[src/rtl/lpp_pkg.sv]
package lpp_pkg;

    localparam int SAMPLE_BITS_DEF   = 12;
    localparam int FRACTION_BITS_DEF = 8;
    localparam int SUM_BITS_DEF      = 24;

    localparam int OUT_BITS     = 24;
    localparam int GAIN_BITS    = 16;
    localparam int GAIN_FRAC    = 8;
    localparam int THRESH_BITS  = 12;
    localparam int LOST_WHOLE   = 15;
    localparam int SENSORS      = 4;

    localparam int CFG_INDEX_BITS = 8;
    localparam int CFG_DATA_BITS  = 16;

    localparam logic [CFG_INDEX_BITS-1:0] REG_DARK_THRESHOLD = CFG_INDEX_BITS'(0);
    localparam logic [CFG_INDEX_BITS-1:0] REG_GAIN_P         = CFG_INDEX_BITS'(1);
    localparam logic [CFG_INDEX_BITS-1:0] REG_GAIN_I         = CFG_INDEX_BITS'(2);
    localparam logic [CFG_INDEX_BITS-1:0] REG_GAIN_D         = CFG_INDEX_BITS'(3);

    localparam logic [THRESH_BITS-1:0] THRESH_RESET = THRESH_BITS'(150);
    localparam logic [GAIN_BITS-1:0]   GAIN_P_RESET = GAIN_BITS'(1024);
    localparam logic [GAIN_BITS-1:0]   GAIN_I_RESET = GAIN_BITS'(0);
    localparam logic [GAIN_BITS-1:0]   GAIN_D_RESET = GAIN_BITS'(0);

    typedef enum logic [1:0] {
        GAIN_SEL_P = 2'd0,
        GAIN_SEL_I = 2'd1,
        GAIN_SEL_D = 2'd2
    } gain_sel_t;

    typedef enum logic [1:0] {
        OPND_ERR  = 2'd0,
        OPND_SUM  = 2'd1,
        OPND_DIFF = 2'd2
    } opnd_sel_t;

    typedef struct packed {
        logic      load_err;
        logic      mul_en;
        gain_sel_t gain_sel;
        opnd_sel_t opnd_sel;
        logic      mul_hi;
        logic      acc_en;
        logic      finish;
    } ucode_t;

    localparam int STEP_BITS = 4;
    localparam logic [STEP_BITS-1:0] STEP_FIRST  = STEP_BITS'(0);
    localparam logic [STEP_BITS-1:0] STEP_FINISH = STEP_BITS'(8);

    localparam ucode_t UC_NOP = '{load_err: 1'b0, mul_en: 1'b0, gain_sel: GAIN_SEL_P,
                                  opnd_sel: OPND_ERR, mul_hi: 1'b0, acc_en: 1'b0,
                                  finish: 1'b0};

    // PID program: error/state update, six partial products, drain, deliver
    function automatic ucode_t ucode_rom(input logic [STEP_BITS-1:0] step);
        ucode_t uc;
        uc = UC_NOP;
        unique case (step)
            4'd0: uc.load_err = 1'b1;
            4'd1: begin uc.mul_en = 1'b1; uc.gain_sel = GAIN_SEL_P; uc.opnd_sel = OPND_ERR; end
            4'd2: begin
                uc.mul_en = 1'b1; uc.gain_sel = GAIN_SEL_P; uc.opnd_sel = OPND_ERR;
                uc.mul_hi = 1'b1; uc.acc_en = 1'b1;
            end
            4'd3: begin
                uc.mul_en = 1'b1; uc.gain_sel = GAIN_SEL_I; uc.opnd_sel = OPND_SUM;
                uc.acc_en = 1'b1;
            end
            4'd4: begin
                uc.mul_en = 1'b1; uc.gain_sel = GAIN_SEL_I; uc.opnd_sel = OPND_SUM;
                uc.mul_hi = 1'b1; uc.acc_en = 1'b1;
            end
            4'd5: begin
                uc.mul_en = 1'b1; uc.gain_sel = GAIN_SEL_D; uc.opnd_sel = OPND_DIFF;
                uc.acc_en = 1'b1;
            end
            4'd6: begin
                uc.mul_en = 1'b1; uc.gain_sel = GAIN_SEL_D; uc.opnd_sel = OPND_DIFF;
                uc.mul_hi = 1'b1; uc.acc_en = 1'b1;
            end
            4'd7: uc.acc_en = 1'b1;
            4'd8: uc.finish = 1'b1;
            default: uc = UC_NOP;
        endcase
        return uc;
    endfunction

endpackage

[src/rtl/lpp_if.sv]
interface lpp_sample_if #(
    parameter int SAMPLE_BITS = lpp_pkg::SAMPLE_BITS_DEF
);
    logic                   valid;
    logic                   ready;
    logic [SAMPLE_BITS-1:0] sample_left_outer;
    logic [SAMPLE_BITS-1:0] sample_left_inner;
    logic [SAMPLE_BITS-1:0] sample_right_inner;
    logic [SAMPLE_BITS-1:0] sample_right_outer;

    modport source (output valid, sample_left_outer, sample_left_inner,
                    sample_right_inner, sample_right_outer, input ready);
    modport sink   (input valid, sample_left_outer, sample_left_inner,
                    sample_right_inner, sample_right_outer, output ready);
endinterface

interface lpp_result_if;
    import lpp_pkg::*;
    logic                       valid;
    logic                       ready;
    logic signed [OUT_BITS-1:0] correction;
    logic                       line_lost;

    modport source (output valid, correction, line_lost, input ready);
    modport sink   (input valid, correction, line_lost, output ready);
endinterface

interface lpp_cfg_if;
    import lpp_pkg::*;
    logic                      valid;
    logic                      ready;
    logic [CFG_INDEX_BITS-1:0] index;
    logic [CFG_DATA_BITS-1:0]  data;

    modport source (output valid, index, data, input ready);
    modport sink   (input valid, index, data, output ready);
endinterface

[src/rtl/line_position_pid_unit.sv]
// One request at a time: a new request is taken only once the last result
// is registered for result_out; the sequencer holds its finish step while
// result_out is stalled. The nine-step control program runs the shared gain
// multiplier over six partial products, skipping to the finish step when no
// sensor sees the line. Reset: asynchronous, active low; clears the sequencer,
// the error history and running sum, and loads the register defaults.
module line_position_pid_unit #(
    parameter int SAMPLE_BITS   = lpp_pkg::SAMPLE_BITS_DEF,
    parameter int FRACTION_BITS = lpp_pkg::FRACTION_BITS_DEF,
    parameter int SUM_BITS      = lpp_pkg::SUM_BITS_DEF
) (
    input  logic                clk,
    input  logic                rst_n,
    lpp_sample_if.sink          sample_in,
    lpp_result_if.source        result_out,
    lpp_cfg_if.sink             cfg
);
    import lpp_pkg::*;

    localparam int ERR_BITS   = FRACTION_BITS + 3;
    localparam int DIFF_BITS  = ERR_BITS + 1;
    localparam int HALF       = SUM_BITS / 2;
    localparam int CHUNK_BITS = SUM_BITS - HALF + 1;
    localparam int PROD_BITS  = GAIN_BITS + 1 + CHUNK_BITS;
    localparam int ACC_BITS   = SUM_BITS + GAIN_BITS + 3;
    localparam int CMP_BITS   = (SAMPLE_BITS > THRESH_BITS) ? SAMPLE_BITS : THRESH_BITS;
    localparam int THIRD_ONE  = (1 << FRACTION_BITS) / 3;
    localparam int THIRD_TWO  = (2 << FRACTION_BITS) / 3;

    localparam logic signed [ACC_BITS-1:0] OUT_MAX = ACC_BITS'((1 << (OUT_BITS - 1)) - 1);
    localparam logic signed [ACC_BITS-1:0] OUT_MIN = ~OUT_MAX;
    localparam logic signed [OUT_BITS-1:0] LOST_VALUE =
        OUT_BITS'(-(LOST_WHOLE * (1 << FRACTION_BITS)));

    // configuration
    logic [THRESH_BITS-1:0] threshold_reg;
    logic [GAIN_BITS-1:0]   gain_p_reg;
    logic [GAIN_BITS-1:0]   gain_i_reg;
    logic [GAIN_BITS-1:0]   gain_d_reg;

    // sequencer and datapath
    logic                        busy_reg;
    logic [STEP_BITS-1:0]        step_reg;
    logic [STEP_BITS-1:0]        step_next;
    logic [SENSORS-1:0]          online_reg;
    logic                        lost_reg;
    logic signed [ERR_BITS-1:0]  prev_reg;
    logic signed [SUM_BITS-1:0]  sum_reg;
    logic signed [DIFF_BITS-1:0] diff_reg;
    logic signed [ACC_BITS-1:0]  prod_reg;
    logic signed [ACC_BITS-1:0]  acc_reg;
    logic                        out_valid_reg;
    logic signed [OUT_BITS-1:0]  correction_reg;
    logic                        line_lost_reg;

    ucode_t uc;
    logic   in_fire;
    logic   out_free;

    logic [SENSORS-1:0]          online_next;
    logic signed [3:0]           wsum;
    logic [2:0]                  count;
    logic [1:0]                  abs_w;
    logic [ERR_BITS-2:0]         mag;
    logic signed [ERR_BITS-1:0]  err;
    logic signed [SUM_BITS:0]    sum_wide;
    logic signed [SUM_BITS-1:0]  sum_sat;
    logic signed [DIFF_BITS-1:0] diff_next;

    logic signed [SUM_BITS-1:0]   opnd;
    logic signed [CHUNK_BITS-1:0] chunk;
    logic signed [GAIN_BITS:0]    gain;
    logic signed [PROD_BITS-1:0]  product;
    logic signed [ACC_BITS-1:0]   prod_ext;
    logic signed [ACC_BITS-1:0]   prod_next;
    logic signed [ACC_BITS-1:0]   total;
    logic signed [OUT_BITS-1:0]   corr_sat;

    assign uc       = ucode_rom(step_reg);
    assign in_fire  = sample_in.valid && sample_in.ready;
    assign out_free = !out_valid_reg || result_out.ready;

    assign sample_in.ready    = !busy_reg;
    assign cfg.ready          = 1'b1;
    assign result_out.valid      = out_valid_reg;
    assign result_out.correction = correction_reg;
    assign result_out.line_lost  = line_lost_reg;

    // on-line classification, taken at the request
    assign online_next[0] = CMP_BITS'(sample_in.sample_left_outer)  < CMP_BITS'(threshold_reg);
    assign online_next[1] = CMP_BITS'(sample_in.sample_left_inner)  < CMP_BITS'(threshold_reg);
    assign online_next[2] = CMP_BITS'(sample_in.sample_right_inner) < CMP_BITS'(threshold_reg);
    assign online_next[3] = CMP_BITS'(sample_in.sample_right_outer) < CMP_BITS'(threshold_reg);

    // position error: weighted sum over count, truncated toward zero
    always_comb
    begin
        wsum = 4'sd0;
        if (online_reg[0]) wsum = wsum - 4'sd2;
        if (online_reg[1]) wsum = wsum - 4'sd1;
        if (online_reg[2]) wsum = wsum + 4'sd1;
        if (online_reg[3]) wsum = wsum + 4'sd2;
        count = 3'($countones(online_reg));
        abs_w = wsum[3] ? 2'(-wsum) : wsum[1:0];
        unique case (count)
            3'd1:    mag = (ERR_BITS-1)'(abs_w) << FRACTION_BITS;
            3'd2:    mag = (ERR_BITS-1)'(abs_w) << (FRACTION_BITS - 1);
            // three sensors on leave a weight of one or two
            3'd3:    mag = abs_w[1] ? (ERR_BITS-1)'(THIRD_TWO) : (ERR_BITS-1)'(THIRD_ONE);
            default: mag = '0;
        endcase
        err = wsum[3] ? -$signed({1'b0, mag}) : $signed({1'b0, mag});
    end

    always_comb
    begin
        sum_wide  = (SUM_BITS+1)'(sum_reg) + (SUM_BITS+1)'(err);
        diff_next = DIFF_BITS'(err) - DIFF_BITS'(prev_reg);
        if (sum_wide[SUM_BITS] != sum_wide[SUM_BITS-1])
            sum_sat = sum_wide[SUM_BITS] ? {1'b1, {(SUM_BITS-1){1'b0}}}
                                         : {1'b0, {(SUM_BITS-1){1'b1}}};
        else
            sum_sat = sum_wide[SUM_BITS-1:0];
    end

    // shared multiplier: unsigned gain times one half of the operand
    always_comb
    begin
        unique case (uc.opnd_sel)
            OPND_ERR:  opnd = SUM_BITS'(prev_reg);
            OPND_SUM:  opnd = sum_reg;
            OPND_DIFF: opnd = SUM_BITS'(diff_reg);
            default:   opnd = '0;
        endcase
        unique case (uc.gain_sel)
            GAIN_SEL_P: gain = $signed({1'b0, gain_p_reg});
            GAIN_SEL_I: gain = $signed({1'b0, gain_i_reg});
            GAIN_SEL_D: gain = $signed({1'b0, gain_d_reg});
            default:    gain = '0;
        endcase
        if (uc.mul_hi)
            chunk = CHUNK_BITS'($signed(opnd[SUM_BITS-1:HALF]));
        else
            chunk = $signed(CHUNK_BITS'({1'b0, opnd[HALF-1:0]}));
        product   = PROD_BITS'(gain) * PROD_BITS'(chunk);
        prod_ext  = ACC_BITS'(product);
        prod_next = uc.mul_hi ? (prod_ext <<< HALF) : prod_ext;
    end

    // bring Q.16 back to Q.8 rounding down, then clip
    always_comb
    begin
        total = acc_reg >>> GAIN_FRAC;
        if (total > OUT_MAX)
            corr_sat = OUT_MAX[OUT_BITS-1:0];
        else if (total < OUT_MIN)
            corr_sat = OUT_MIN[OUT_BITS-1:0];
        else
            corr_sat = total[OUT_BITS-1:0];
    end

    always_comb
    begin
        step_next = step_reg + STEP_BITS'(1);
        if (uc.load_err && lost_reg)
            step_next = STEP_FINISH;
        else if (uc.finish)
            step_next = step_reg;
    end

    always_ff @(posedge clk or negedge rst_n)
    begin
        if (!rst_n)
        begin
            threshold_reg <= THRESH_RESET;
            gain_p_reg    <= GAIN_P_RESET;
            gain_i_reg    <= GAIN_I_RESET;
            gain_d_reg    <= GAIN_D_RESET;
        end
        else if (cfg.valid && cfg.ready)
        begin
            unique case (cfg.index)
                REG_DARK_THRESHOLD: threshold_reg <= cfg.data[THRESH_BITS-1:0];
                REG_GAIN_P:         gain_p_reg    <= cfg.data[GAIN_BITS-1:0];
                REG_GAIN_I:         gain_i_reg    <= cfg.data[GAIN_BITS-1:0];
                REG_GAIN_D:         gain_d_reg    <= cfg.data[GAIN_BITS-1:0];
                default:            ;
            endcase
        end
    end

    always_ff @(posedge clk or negedge rst_n)
    begin
        if (!rst_n)
        begin
            busy_reg      <= 1'b0;
            step_reg      <= STEP_FIRST;
            out_valid_reg <= 1'b0;
            prev_reg      <= '0;
            sum_reg       <= '0;
        end
        else
        begin
            if (in_fire)
            begin
                busy_reg <= 1'b1;
                step_reg <= STEP_FIRST;
            end
            else if (busy_reg)
            begin
                step_reg <= step_next;
                if (uc.finish && out_free)
                    busy_reg <= 1'b0;
            end

            // update the error history only when the line is seen
            if (busy_reg && uc.load_err && !lost_reg)
            begin
                prev_reg <= err;
                sum_reg  <= sum_sat;
            end

            if (busy_reg && uc.finish && out_free)
                out_valid_reg <= 1'b1;
            else if (result_out.ready)
                out_valid_reg <= 1'b0;
        end
    end

    always_ff @(posedge clk)
    begin
        if (in_fire)
        begin
            online_reg <= online_next;
            lost_reg   <= (online_next == '0);
        end
        if (busy_reg && uc.load_err)
        begin
            diff_reg <= diff_next;
            acc_reg  <= '0;
        end
        else if (busy_reg && uc.acc_en)
            acc_reg <= acc_reg + prod_reg;
        if (busy_reg && uc.mul_en)
            prod_reg <= prod_next;
        if (busy_reg && uc.finish && out_free)
        begin
            correction_reg <= lost_reg ? LOST_VALUE : corr_sat;
            line_lost_reg  <= lost_reg;
        end
    end

endmodule

[src/flat_wrapper.sv]
// flat-port wrapper written by rule: the top's interface ports become plain ports
module line_position_pid_unit_flat import lpp_pkg::*;
#(
    parameter int SAMPLE_BITS   = lpp_pkg::SAMPLE_BITS_DEF,
    parameter int FRACTION_BITS = lpp_pkg::FRACTION_BITS_DEF,
    parameter int SUM_BITS      = lpp_pkg::SUM_BITS_DEF
)
  (clk, rst_n, sample_in_valid, sample_in_sample_left_outer, sample_in_sample_left_inner, sample_in_sample_right_inner, sample_in_sample_right_outer, sample_in_ready, result_out_valid, result_out_correction, result_out_line_lost, result_out_ready, cfg_valid, cfg_index, cfg_data, cfg_ready);
  lpp_sample_if #(.SAMPLE_BITS(SAMPLE_BITS)) sample_in_i ();
  lpp_result_if result_out_i ();
  lpp_cfg_if cfg_i ();
  input  logic clk;
  input  logic rst_n;
  input wire logic [$bits(sample_in_i.valid)-1:0] sample_in_valid;
  input wire logic [$bits(sample_in_i.sample_left_outer)-1:0] sample_in_sample_left_outer;
  input wire logic [$bits(sample_in_i.sample_left_inner)-1:0] sample_in_sample_left_inner;
  input wire logic [$bits(sample_in_i.sample_right_inner)-1:0] sample_in_sample_right_inner;
  input wire logic [$bits(sample_in_i.sample_right_outer)-1:0] sample_in_sample_right_outer;
  output wire logic [$bits(sample_in_i.ready)-1:0] sample_in_ready;
  output wire logic [$bits(result_out_i.valid)-1:0] result_out_valid;
  output wire logic [$bits(result_out_i.correction)-1:0] result_out_correction;
  output wire logic [$bits(result_out_i.line_lost)-1:0] result_out_line_lost;
  input wire logic [$bits(result_out_i.ready)-1:0] result_out_ready;
  input wire logic [$bits(cfg_i.valid)-1:0] cfg_valid;
  input wire logic [$bits(cfg_i.index)-1:0] cfg_index;
  input wire logic [$bits(cfg_i.data)-1:0] cfg_data;
  output wire logic [$bits(cfg_i.ready)-1:0] cfg_ready;
  assign sample_in_i.valid = sample_in_valid;
  assign sample_in_i.sample_left_outer = sample_in_sample_left_outer;
  assign sample_in_i.sample_left_inner = sample_in_sample_left_inner;
  assign sample_in_i.sample_right_inner = sample_in_sample_right_inner;
  assign sample_in_i.sample_right_outer = sample_in_sample_right_outer;
  assign sample_in_ready = sample_in_i.ready;
  assign result_out_valid = result_out_i.valid;
  assign result_out_correction = result_out_i.correction;
  assign result_out_line_lost = result_out_i.line_lost;
  assign result_out_i.ready = result_out_ready;
  assign cfg_i.valid = cfg_valid;
  assign cfg_i.index = cfg_index;
  assign cfg_i.data = cfg_data;
  assign cfg_ready = cfg_i.ready;
  line_position_pid_unit #(.SAMPLE_BITS(SAMPLE_BITS), .FRACTION_BITS(FRACTION_BITS), .SUM_BITS(SUM_BITS)) u_core (.clk(clk), .rst_n(rst_n), .sample_in(sample_in_i), .result_out(result_out_i), .cfg(cfg_i));
endmodule
[config.mk]
export PLATFORM = sky130hd
export DESIGN_NAME = line_position_pid_unit_flat
export DESIGN_NICKNAME = d
export VERILOG_FILES = /design/src/rtl/lpp_pkg.sv /design/src/rtl/lpp_if.sv /design/src/rtl/line_position_pid_unit.sv /design/src/flat_wrapper.sv
export SDC_FILE = /design/constraint.sdc
export NUM_CORES = 1
export LEC_CHECK = 0
export BUFFER_PORTS_ARGS = -buffer_cell sky130_fd_sc_hd__buf_2
export CAP_MARGIN = 10
export CORE_UTILIZATION = 60
export CTS_CLUSTER_DIAMETER = 30
export DETAILED_ROUTE_END_ITERATION = 10
export GPL_ROUTABILITY_DRIVEN = 0
export PLACE_DENSITY = 0.78
export SLEW_MARGIN = 20
export SYNTH_ARGS = -nofsm -noshare
export SYNTH_HDL_FRONTEND = slang
export SYNTH_SLANG_ARGS = --single-unit
[constraint.sdc]
create_clock -name clk -period 24.2 [get_ports clk]
set_input_delay 4.84 -clock clk [delete_from_list [all_inputs] [get_ports clk]]
set_output_delay 4.84 -clock clk [all_outputs]
set_load 0.02 [all_outputs]
# ---- Word level (Yosys, flattened, before mapping)
# Index checks and enable logic that the tools add are counted.
dict set report totals {
  reg_bits 228
  in_bits 77
  output_inout_bits 28
  elab_cells 118
}
dict set report op_classes {
  addsub 12
  mul 1
  order_cmp 6
  eq_ne 20
  muxes 30
  n_reduce_logical 31
}
# operator count
set ops {}
lappend ops {{24-bit two-way mux} 4}
lappend ops {{24-bit one-hot mux with 3 select lines} 1}
lappend ops {{12-bit less-than comparator} 4}
lappend ops {{16-bit one-hot mux with 3 select lines} 1}
lappend ops {{43-bit by 42-bit adder with 43-bit output} 1}
lappend ops {{41-bit two-way mux} 1}
lappend ops {{35-bit by 24-bit > comparator with 1-bit output (second input constant)} 1}
lappend ops {{35-bit by 24-bit less-than comparator with 1-bit output (second input constant)} 1}
lappend ops {{4-bit two-way mux} 8}
lappend ops {{17-bit by 13-bit multiplier with 30-bit output} 1}
lappend ops {{10-bit one-hot mux with 3 select lines} 1}
lappend ops {{24-bit by 11-bit adder with 25-bit output} 1}
lappend ops {{4-bit by 3-bit equality test with 1-bit output (second input constant)} 4}
lappend ops {{8-bit by 2-bit equality test with 1-bit output (second input constant)} 2}
lappend ops {{5-bit one-hot mux with 3 select lines} 1}
lappend ops {{13-bit two-way mux} 1}
lappend ops {{11-bit by 11-bit subtractor with 12-bit output} 1}
lappend ops {{11-bit two-way mux} 1}
lappend ops {{10-bit negation with 11-bit output} 1}
lappend ops {{2-bit AND reduction} 5}
lappend ops {{1-bit logical AND} 9}
lappend ops {{1-bit two-way mux} 9}
lappend ops {{4-bit by 2-bit equality test with 1-bit output (second input constant)} 2}
lappend ops {{8-bit by 1-bit equality test with 1-bit output (second input constant)} 1}
lappend ops {{other kinds (26)} 38}

# ---- Logic depth before layout (Yosys ltp)
# Gate-level depths: netlist (run 1).
dict set report logic_depth {
  depth_word 16
  mapped_depth 34
  ltp_nobuf 31
}

# ---- Worst setup path before layout (run 1)
# No wires, ideal clock.
dict set report synth_timing {
  path_kind {reg2reg}
  from {register u_core.step_reg[0]}
  to {register u_core.prod_reg[29] (data pin)}
  setup_ps 267
  arrival_time_ps 7475
  t_required_ps 23933
  setup_slack_ps 16457
  path_stages_with_launch 30
  path_buffers 3
  synth_period_minus_slack_ps 7743
  cell_sequence {dfrtp_1 -> inv_1 -> ha_1 -> clkbuf_1 -> nand2_1 -> a21oi_1 -> clkbuf_1 -> a21oi_1 -> o22ai_1 -> clkbuf_1 -> nand2_1 -> fa_1 -> fa_1 -> inv_1 -> fa_1 -> fa_1 -> fa_1 -> inv_1 -> fa_1 -> inv_1 -> ha_1 -> and4_1 -> a221oi_1 -> o21ba_2 -> o21a_1 -> o21ai_0 -> a21oi_1 -> xnor2_1 -> nand2_1 -> o21ai_0}
}
dict set report synth_via {
  elab_chain_len 8
  elab_cells_between_ends 23
}
# element line
set synth_lines {}
lappend synth_lines {{from (decl)} line_position_pid_unit.sv:43} ;# logic [STEP_BITS-1:0] step_reg;
lappend synth_lines {{from (signal assigned)} line_position_pid_unit.sv:211} ;# step_reg <= step_next;
lappend synth_lines {{4-bit by 3-bit equality test with 1-bit output (tied with other cells)} lpp_pkg.sv:61} ;# unique case (step)
lappend synth_lines {{2-bit OR reduction (no line)} n/a}
lappend synth_lines {{5-bit one-hot mux with 3 select lines} lpp_pkg.sv:61}
lappend synth_lines {{2-bit equality test (tied with other cells)} line_position_pid_unit.sv:129} ;# unique case (uc.opnd_sel)
lappend synth_lines {{24-bit one-hot mux with 3 select lines} line_position_pid_unit.sv:129}
lappend synth_lines {{13-bit two-way mux} line_position_pid_unit.sv:141} ;# if (uc.mul_hi)
lappend synth_lines {{17-bit by 13-bit multiplier with 30-bit output (*)} line_position_pid_unit.sv:145} ;# product = PROD_BITS'(gain) * PROD_BITS'(chunk);
lappend synth_lines {{named net u_core.prod_next[41]} line_position_pid_unit.sv:75} ;# logic signed [ACC_BITS-1:0] prod_next;
lappend synth_lines {{41-bit two-way mux (*)} line_position_pid_unit.sv:147} ;# prod_next = uc.mul_hi ? (prod_ext <<< HALF) : prod_ext;
lappend synth_lines {{named net u_core.prod_next[29]} line_position_pid_unit.sv:75}
lappend synth_lines {{to (signal assigned)} line_position_pid_unit.sv:245} ;# prod_reg <= prod_next;
lappend synth_lines {{to (decl)} line_position_pid_unit.sv:50} ;# logic signed [ACC_BITS-1:0] prod_reg;
# The timed path passes the listed nets; every way through them passes the cells marked *.
# A chain may end at the register's enable or synchronous reset.

# ---- Worst setup path in the final report (run 1)
dict set report layout_timing {
  from {register u_core.step_reg[0]}
  to {register u_core.prod_reg[37] (data pin)}
}
# Same word-level chain as after synthesis.

==> results of run 1 <==
[Yosys cell counts (all sizes together) (6+ instances only)]
| library cell | number | area, um^2 |
|---|---|---|
| o21ai | 154 | 771 |
| dfxtp | 43 | 861 |
| buf | 25 | 129 |
| clkbuf | 51 | 191 |
| xor2 | 43 | 384 |
| o21a | 38 | 285 |
| nor2 | 166 | 628 |
| nand2b | 17 | 106 |
| inv | 224 | 841 |
| o22ai | 8 | 62.6 |
| and2 | 26 | 163 |
| o31ai | 15 | 154 |
| and3 | 17 | 116 |
| edfxtp | 84 | 2520 |
| nand4 | 16 | 100 |
| a211oi | 16 | 130 |
| a31oi | 16 | 106 |
| fa | 158 | 3160 |
| o211ai | 6 | 45.0 |
| xnor2 | 50 | 445 |
| maj3 | 14 | 141 |
| ha | 229 | 2870 |
| o22a | 6 | 52.6 |
| o21bai | 20 | 154 |
| dfrtp | 93 | 2330 |
| nor3 | 11 | 55.1 |
| nor4 | 6 | 37.5 |
| mux2 | 57 | 642 |
| a21oi | 176 | 896 |
| a21o | 58 | 435 |
| nand2 | 330 | 1240 |
| mux2i | 18 | 180 |
| nand3 | 25 | 125 |
| nor2b | 12 | 75.1 |
| a22o | 6 | 52.6 |
| or2 | 7 | 43.8 |
[cell usage in the layout (no fill, tap or decap), types with 17 or more instances in the layout]
cell | netlist | layout
nand2_1 | 329 | 329
ha_1 | 229 | 229
inv_1 | 224 | 224
a21oi_1 | 172 | 169
nor2_1 | 164 | 160
fa_1 | 158 | 158
o21ai_0 | 132 | 132
buf_2 | 16 | 102
dfrtp_1 | 93 | 93
edfxtp_1 | 84 | 84
a21o_1 | 58 | 58
mux2_2 | 57 | 57
clkbuf_16 | 0 | 50
xnor2_1 | 49 | 49
dfxtp_1 | 43 | 43
xor2_1 | 42 | 42
o21a_1 | 38 | 38
and2_1 | 26 | 26
nand3_1 | 25 | 25
o21ai_1 | 22 | 22
buf_4 | 2 | 22
o21bai_1 | 19 | 19
mux2i_1 | 18 | 18
nand2b_1 | 17 | 17
[per-layer routing]
metal | up-vias | global-route usage, % | wire length (um)
li1 | 8142 | - | -
met1 | 8251 | 36.9 | 21600
met2 | 681 | 52.0 | 25500
met3 | 167 | 4.37 | 3320
met4 | 0 | 14.1 | 2230
met5 | - | 0 | 0
[layout make-up]
cell class                 instances  area [um^2]
multi-input combinational       1782        14200
fill                            2634        10800
sequential                       225         5840
clock buffer                      56         1280
inverter                         225          845
timing repair buffer             124          676
tap                              455          569
clock inverter                    33          348
[worst max-delay path by stage]
stage	to	slack, ps	from	cells after the start
floorplan	u_core.prod_reg[29]	16460	u_core.step_reg[0]	29
global placement	u_core.prod_reg[29]	14770	u_core.step_reg[0]	28
detailed placement	u_core.prod_reg[37]	14870	u_core.step_reg[0]	28
CTS	u_core.prod_reg[31]	14770	u_core.step_reg[0]	27
global route	u_core.prod_reg[31]	14070	u_core.step_reg[0]	28
finish	u_core.prod_reg[37]	14650	u_core.step_reg[0]	27
[worst max-delay path, cell delays in order, from the launching register on]
cell and delay (ps):
dfrtp_1 420, inv_1 100, ha_1 240, o21ai_0 480, or2_2 560, nand2_1 110
a21oi_1 770, a21oi_1 140, nor2_1 520, inv_1 410, nor2_1 250, fa_1 460
fa_1 540, fa_1 530, fa_1 520, fa_1 480, ha_1 310, ha_1 350
a21o_1 200, a21oi_1 300, o221ai_1 190, o21ba_2 320, o21a_1 200, o21ai_0 100
a21oi_1 170, xnor2_1 130, nand2_1 250, o21ai_0 170
[metrics by stage]
stage / power [mW] / instance area [um^2] / setup slack (ps) / instances
4_1_cts: 2.83 / 23800 / 14770 / 2900
2_1_floorplan: 1.79 / 21200 / 16460 / 2308
3_5_place_dp: 2.16 / 22200 / 14870 / 2811
6_report: 2.84 / 23800 / 14650 / 2900
5_1_grt: 3.05 / 23800 / 14070 / 2900
3_3_place_gp: 2.11 / 22200 / 14770 / 2811
[report_power, final]
group	switching [mW]	total [mW]	internal (mW)
logic	0.972	1.54	0.572
registers	0.0949	0.656	0.561
clock network	0.225	0.644	0.419
[cells by family (layout without fill, tap and decap cells)]
group | count (synthesis) | after routing
mux | 75 | 75
fa+ha+maj | 401 | 401
xor+xnor | 93 | 93
compound gates | 556 | 556
simple gates | 656 | 656
buf+inv | 301 | 438
other cells | 1 | 1
flops | 225 | 225
==> run_results.csv, run 1 <==
group,metric,value,unit
synthesis,ys_warn_count,0,
synthesis,post_synth_and_or_nand_nor_area_fraction,13.6,%
synthesis,yosys.cell_types.count,89,
layout,insertedDiodeCount,0,
global_routing,pin_count_of_the_biggest_net_entering_global_routing,67,
sta,finalHoldWorstSlack,455,ps
worst_setup_path,cp_data_arrival_time,9820,ps
worst_setup_path,crit_required,24470,ps
layout,syn_to_final_growth,12.3,%
run,drv.max_cap_violation_count,0,
sta,rsz0062_at_grt,"no",
drt,avgRoutedWirePerCell,18.2,um
layout,largest_register_ffs,43,
worst_setup_path,critical_path.endpoint_type,"register",
layout,finish.net_count,2870,
place,numPortBuffers,103,
clock_network,clock_sinks,225,
hold_path,holdPathEnd,"u_core.acc_reg[3]",
sta,peak_freq,0.105,GHz
pwr,ir_worst_vdd,76.8,uV
synthesis,synth_area,21200,um^2
hold_path,timing.hold.worst.start,"u_core.acc_reg[3]",
worst_setup_path,reg2reg_setup_slack,14650,ps
die,fp.dieArea,36100,um^2
drt,drtAntennaViolNets,0,
clock_network,number_of_levels_the_h_tree_was_split_into,2,
worst_setup_path,worst-path-max-fanout,19,
clock_network,clk-insertion-delay-late,570,ps
drt,first_pass_iters,9,
synthesis,net_count_after_synthesis,2772,
outcome,status,"finished clean",
die,die_width,190,um
clock_network,cts_resized,0,
synthesis,synth-compound-area-share,16.5,%
clock_network,cts_buffer_depth,3,
worst_setup_path,critPathKind,"register to register",
sta,report.final.setup_viol,0,
synthesis,synth_flop_cell,"dfrtp_1",
die,core_region_area,34600,um^2
synthesis,yosysSeqAreaShare,27.6,%
synthesis,asyncSetResetFlopFracSynth,43.6,%
clock_network,clkTransAtPathRegs,50,ps
sta,worst_slew_margin_rel,36.3,%
drt,routed_wirelength,52.7,mm
global_routing,grt_pass1_wl,86.5,mm
synthesis,synth_top_family_by_area,"adder cells",
clock_network,post_cts_buffers,0,
hold_path,min-delay-path-class,"register to register",
drt,via_count,17200,
worst_setup_path,critical_path.reg2reg.endpoint,"u_core.prod_reg[37]",
worst_setup_path,timing.reg2reg.worst_path_depth,27,
synthesis,synth_adder_area_share,29.1,%
synthesis,synth-edff-count,84,
synthesis,syn-mean-instance-area,9.18,um^2
layout,layout-drive-gt1-share,12.8,%
clock_network,cts_inserted_buffers,48,
place,place.detailed.hpwl,40.7,mm
hold_path,holdPathStages,2,
sta,final_period_minus_worst_setup_slack,9550,ps
worst_setup_path,crit_path_start_kind,"register",
clock_network,hold_buffers,0,
global_routing,initial_antenna_violation_count,0,
drt,drt-initial-drc-count,1224,
sta,worst_setup_skew_after_layout,17.4,ps
sta,hold_viol_final,0,
sta,max_slew.worst_pin.slew,955,ps
sta,setup_tns,0,ps
global_routing,grt-ovfl-total,0,
synthesis,postSynthRegisterBits,225,
drt,drc,0,
global_routing,all_layer_global_routing_usage,30.0,%
die,design.portCount,105,
die,initial_standard_cell_utilization_of_the_core,61.2,%
pwr,power-per-cell-area,119,nW/um^2
clock_network,tritoncts,"built",
synthesis,post_synth_inst_count,2308,
drt,route.detailed.vias_per_inst,5.95,
worst_setup_path,critical_path.reg2reg.startpoint,"u_core.step_reg[0]",
layout,final_util,68.8,%
pwr,leakagePower,11.6,nW
global_routing,first_global_vias,17500,
die,standard_cell_rows,68,
clock_network,clk_root_buffer_cell,"clkbuf_16",
sta,drv_slew,0,
synthesis,muxShareOfSynthArea,3.88,%
sta,final_min_period_over_clock_period,39.5,%
synthesis,xor_xnor_share_of_the_synthesized_area,3.91,%
die,chipHeight,190,um
(Power assumes the default switching activity.)
==> run 2: changes to the inputs <==
--- a/config.mk
+++ b/config.mk
@@ -7,11 +7,11 @@
 export LEC_CHECK = 0
 export BUFFER_PORTS_ARGS = -buffer_cell sky130_fd_sc_hd__buf_2
 export CAP_MARGIN = 10
-export CORE_UTILIZATION = 60
+export CORE_UTILIZATION = 58
 export CTS_CLUSTER_DIAMETER = 30
 export DETAILED_ROUTE_END_ITERATION = 10
 export GPL_ROUTABILITY_DRIVEN = 0
-export PLACE_DENSITY = 0.78
+export PLACE_DENSITY = 0.79
 export SLEW_MARGIN = 20
 export SYNTH_ARGS = -nofsm -noshare
 export SYNTH_HDL_FRONTEND = slang
==> constraint.sdc (replaced) <==
create_clock -name clk -period 8.55 [get_ports clk]
set_input_delay 1.71 -clock clk [delete_from_list [all_inputs] [get_ports clk]]
set_output_delay 1.71 -clock clk [all_outputs]
set_load 0.02 [all_outputs]
==> run 2 against run 1 <==
Effect of this change: the run now ends with DRC left; total power grew to 2.9 times the previous value; hold slack better by 3.9 ps; wire length rose by 1.0%; die area up 3.4%; final area is 1.1% higher; clock power increased to 2.9 times the previous value; sequential cell count stayed put; sequential power grew to 2.8 times the previous value; sequential share of layout area decreased by 0.26 points; clock skew up 1.9 ps; register-to-register slack lost 14000 ps.
==> run_results.csv, run 2 (synthesis gave the netlist of run 1 again) <==
group,metric,value,unit
clock_network,cts_buffer_depth,3,
pwr,power-per-cell-area,340,nW/um^2
drt,drc,5,
worst_setup_path,timing.critical_path.mode_cell,"fa_1",
die,chipHeight,193,um
place,numPortBuffers,103,
pwr,share_of_total_power_consumed_by_net_switching,44.6,%
worst_setup_path,critical_path.endpoint_type,"register",
layout,largest_register_ffs,43,
layout,finish.net_count,2900,
sta,report.final.setup_viol,0,
sta,max_slew.worst_pin.slew,926,ps
drt,avgRoutedWirePerCell,18.1,um
pwr,internal_power,4.53,mW
layout,mostFrequentLayoutCell,"nand2_1",
sta,final_period_minus_worst_setup_slack,8120,ps
outcome,violations,"DRC",
clock_network,cts_inserted_buffers,46,
worst_setup_path,crit_required,8850,ps
global_routing,first_global_vias,17700,
worst_setup_path,timing.critical_path.slowest_cell_delay,530,ps
sta,drv_slew,0,
clock_network,tritoncts,"built",
global_routing,met2_usage,49.8,%
sta,hold_viol_final,0,
worst_setup_path,reg2reg_setup_slack,430,ps
global_routing,initial_antenna_violation_count,0,
sta,final_min_period_over_clock_period,95.0,%
pwr,power.share.combinational,54.7,%
drt,routed_wirelength,53.2,mm
drt,drtAntennaViolNets,0,
layout,nFillCells,2751,
drt,via_count,17500,
worst_setup_path,cp-startpoint,"u_core.step_reg[0]",
sta,worst_slew_margin_rel,38.2,%
die,initial_standard_cell_utilization_of_the_core,59.3,%
clock_network,post_cts_buffers,0,
layout,seqCellArea,5840,um^2
clock_network,clk-insertion-delay-late,570,ps
die,fp.dieArea,37300,um^2
global_routing,gr-usage-met3,6.44,%
pwr,pwr-share-clk,22.7,%
pwr,seqPwrFrac,22.5,%
global_routing,grt-ovfl-total,0,
global_routing,grt.met1_usage,36.1,%
clock_network,number_of_levels_the_h_tree_was_split_into,2,
global_routing,all_layer_global_routing_usage,29.4,%
drt,route.detailed.vias_per_inst,5.96,
layout,layout-drive-gt1-share,14.0,%
die,core_region_area,35700,um^2
outcome,status,"finished with violations",
sta,peak_freq,0.123,GHz
clock_network,clock_sinks,225,
worst_setup_path,critical_path.reg2reg.endpoint,"u_core.prod_reg[30]",
sta,rsz0062_at_grt,"no",
layout,multiInputGateArea,14300,um^2
sta,worst_setup_skew_after_layout,19.3,ps
pwr,power.switching,3.65,mW
drt,first_pass_iters,11,
worst_setup_path,timing.reg2reg.worst_path_depth,28,
drt,drt-initial-drc-count,1041,
die,design.portCount,105,
worst_setup_path,worstSetupEndpoint,"u_core.prod_reg[30]",
pwr,leakagePower,11.7,nW
global_routing,global_route.peak_usage_layer,"met2",
layout,insertedDiodeCount,0,
worst_setup_path,critPathKind,"register to register",
global_routing,grt_pass1_wl,86.9,mm
die,die_width,193,um
hold_path,min-delay-path-class,"register to register",
pwr,total_power,8.18,mW
pwr,ir_worst_vdd,204,uV
clock_network,clkTransAtPathRegs,50,ps
die,standard_cell_rows,69,
clock_network,clk_root_buffer_cell,"clkbuf_16",
run,drv.max_cap_violation_count,0,
layout,syn_to_final_growth,13.6,%
place,place.detailed.hpwl,42.0,mm
worst_setup_path,worst-path-max-fanout,18,
worst_setup_path,critical_path.reg2reg.startpoint,"u_core.step_reg[0]",
sta,setup_tns,0,ps
worst_setup_path,timing.critical_path.slowest_stage_cell,"fa_1",
worst_setup_path,crit_path_start_kind,"register",
global_routing,pin_count_of_the_biggest_net_entering_global_routing,69,
layout,most-common-layout-cells,"329 x nand2_1, 229 x ha_1, 224 x inv_1",
worst_setup_path,cp_data_arrival_time,8420,ps
clock_network,hold_buffers,0,
run 2: area by class of cell:
type | count | share of cell area, %
Multi-Input combinational cell | 1782 | 59.2
Sequential cell | 225 | 24.3
Clock buffer | 55 | 5.14
Timing Repair Buffer | 156 | 3.82
Inverter | 225 | 3.51
Tap cell | 461 | 2.40
Clock inverter | 31 | 1.65
run 2: worst min-delay path by stage:
stage,slack [ps],cells past startpoint,from,end
finish,460,2,u_core.acc_reg[3],u_core.acc_reg[3]
global route,480,2,u_core.acc_reg[4],u_core.acc_reg[4]
CTS,460,2,u_core.acc_reg[3],u_core.acc_reg[3]
detailed placement,460,2,u_core.acc_reg[3],u_core.acc_reg[3]
global placement,450,2,u_core.acc_reg[0],u_core.acc_reg[0]
floorplan,440,2,u_core.acc_reg[2],u_core.acc_reg[2]
run 2: layer usage:
metal | vias to the layer above | routed length (um)
met5 | - | 0
met4 | 0 | 2300
met3 | 156 | 3990
met2 | 725 | 25400
met1 | 8407 | 21500
li1 | 8199 | -
run 2: repair_timing:
| action | 4_1_cts | 5_1_grt |
|---|---|---|
| hold endpoints to repair | 0 | 0 |
| endpoints found under the setup margin | 0 | 21 |
| gates resized for setup | 0 | 8 |
run 2: worst max-delay path: cells and delay by family (launching register included):
family          cells  cell delay, ps
fa+ha+maj           8            3460
compound gates     10            2000
buf+inv             5            1060
simple gates        4             780
flops               1             430
xor+xnor            1             130
run 2: power groups by stage:
stage	Combinational (mW)	Sequential, mW	Clock, mW
6_report	4.48	1.84	1.86
5_1_grt	4.94	1.88	1.94
4_1_cts	4.40	1.84	1.88
3_5_place_dp	4.36	1.85	0
3_3_place_gp	4.19	1.84	0
2_1_floorplan	3.28	1.78	0
run 2: per-stage QoR:
step           cells  instance area, um^2  hold slack, ps  utilization (%)  setup slack, ps
3_5_place_dp    2849                22400             455             62.7              100
6_report        2935                24100             459             67.3              429
3_3_place_gp    2849                22400             446             62.7              400
4_1_cts         2935                24000             462             67.3             96.1
2_1_floorplan   2308                21200             436                -              807
5_1_grt         2935                24100             485             67.3             31.7
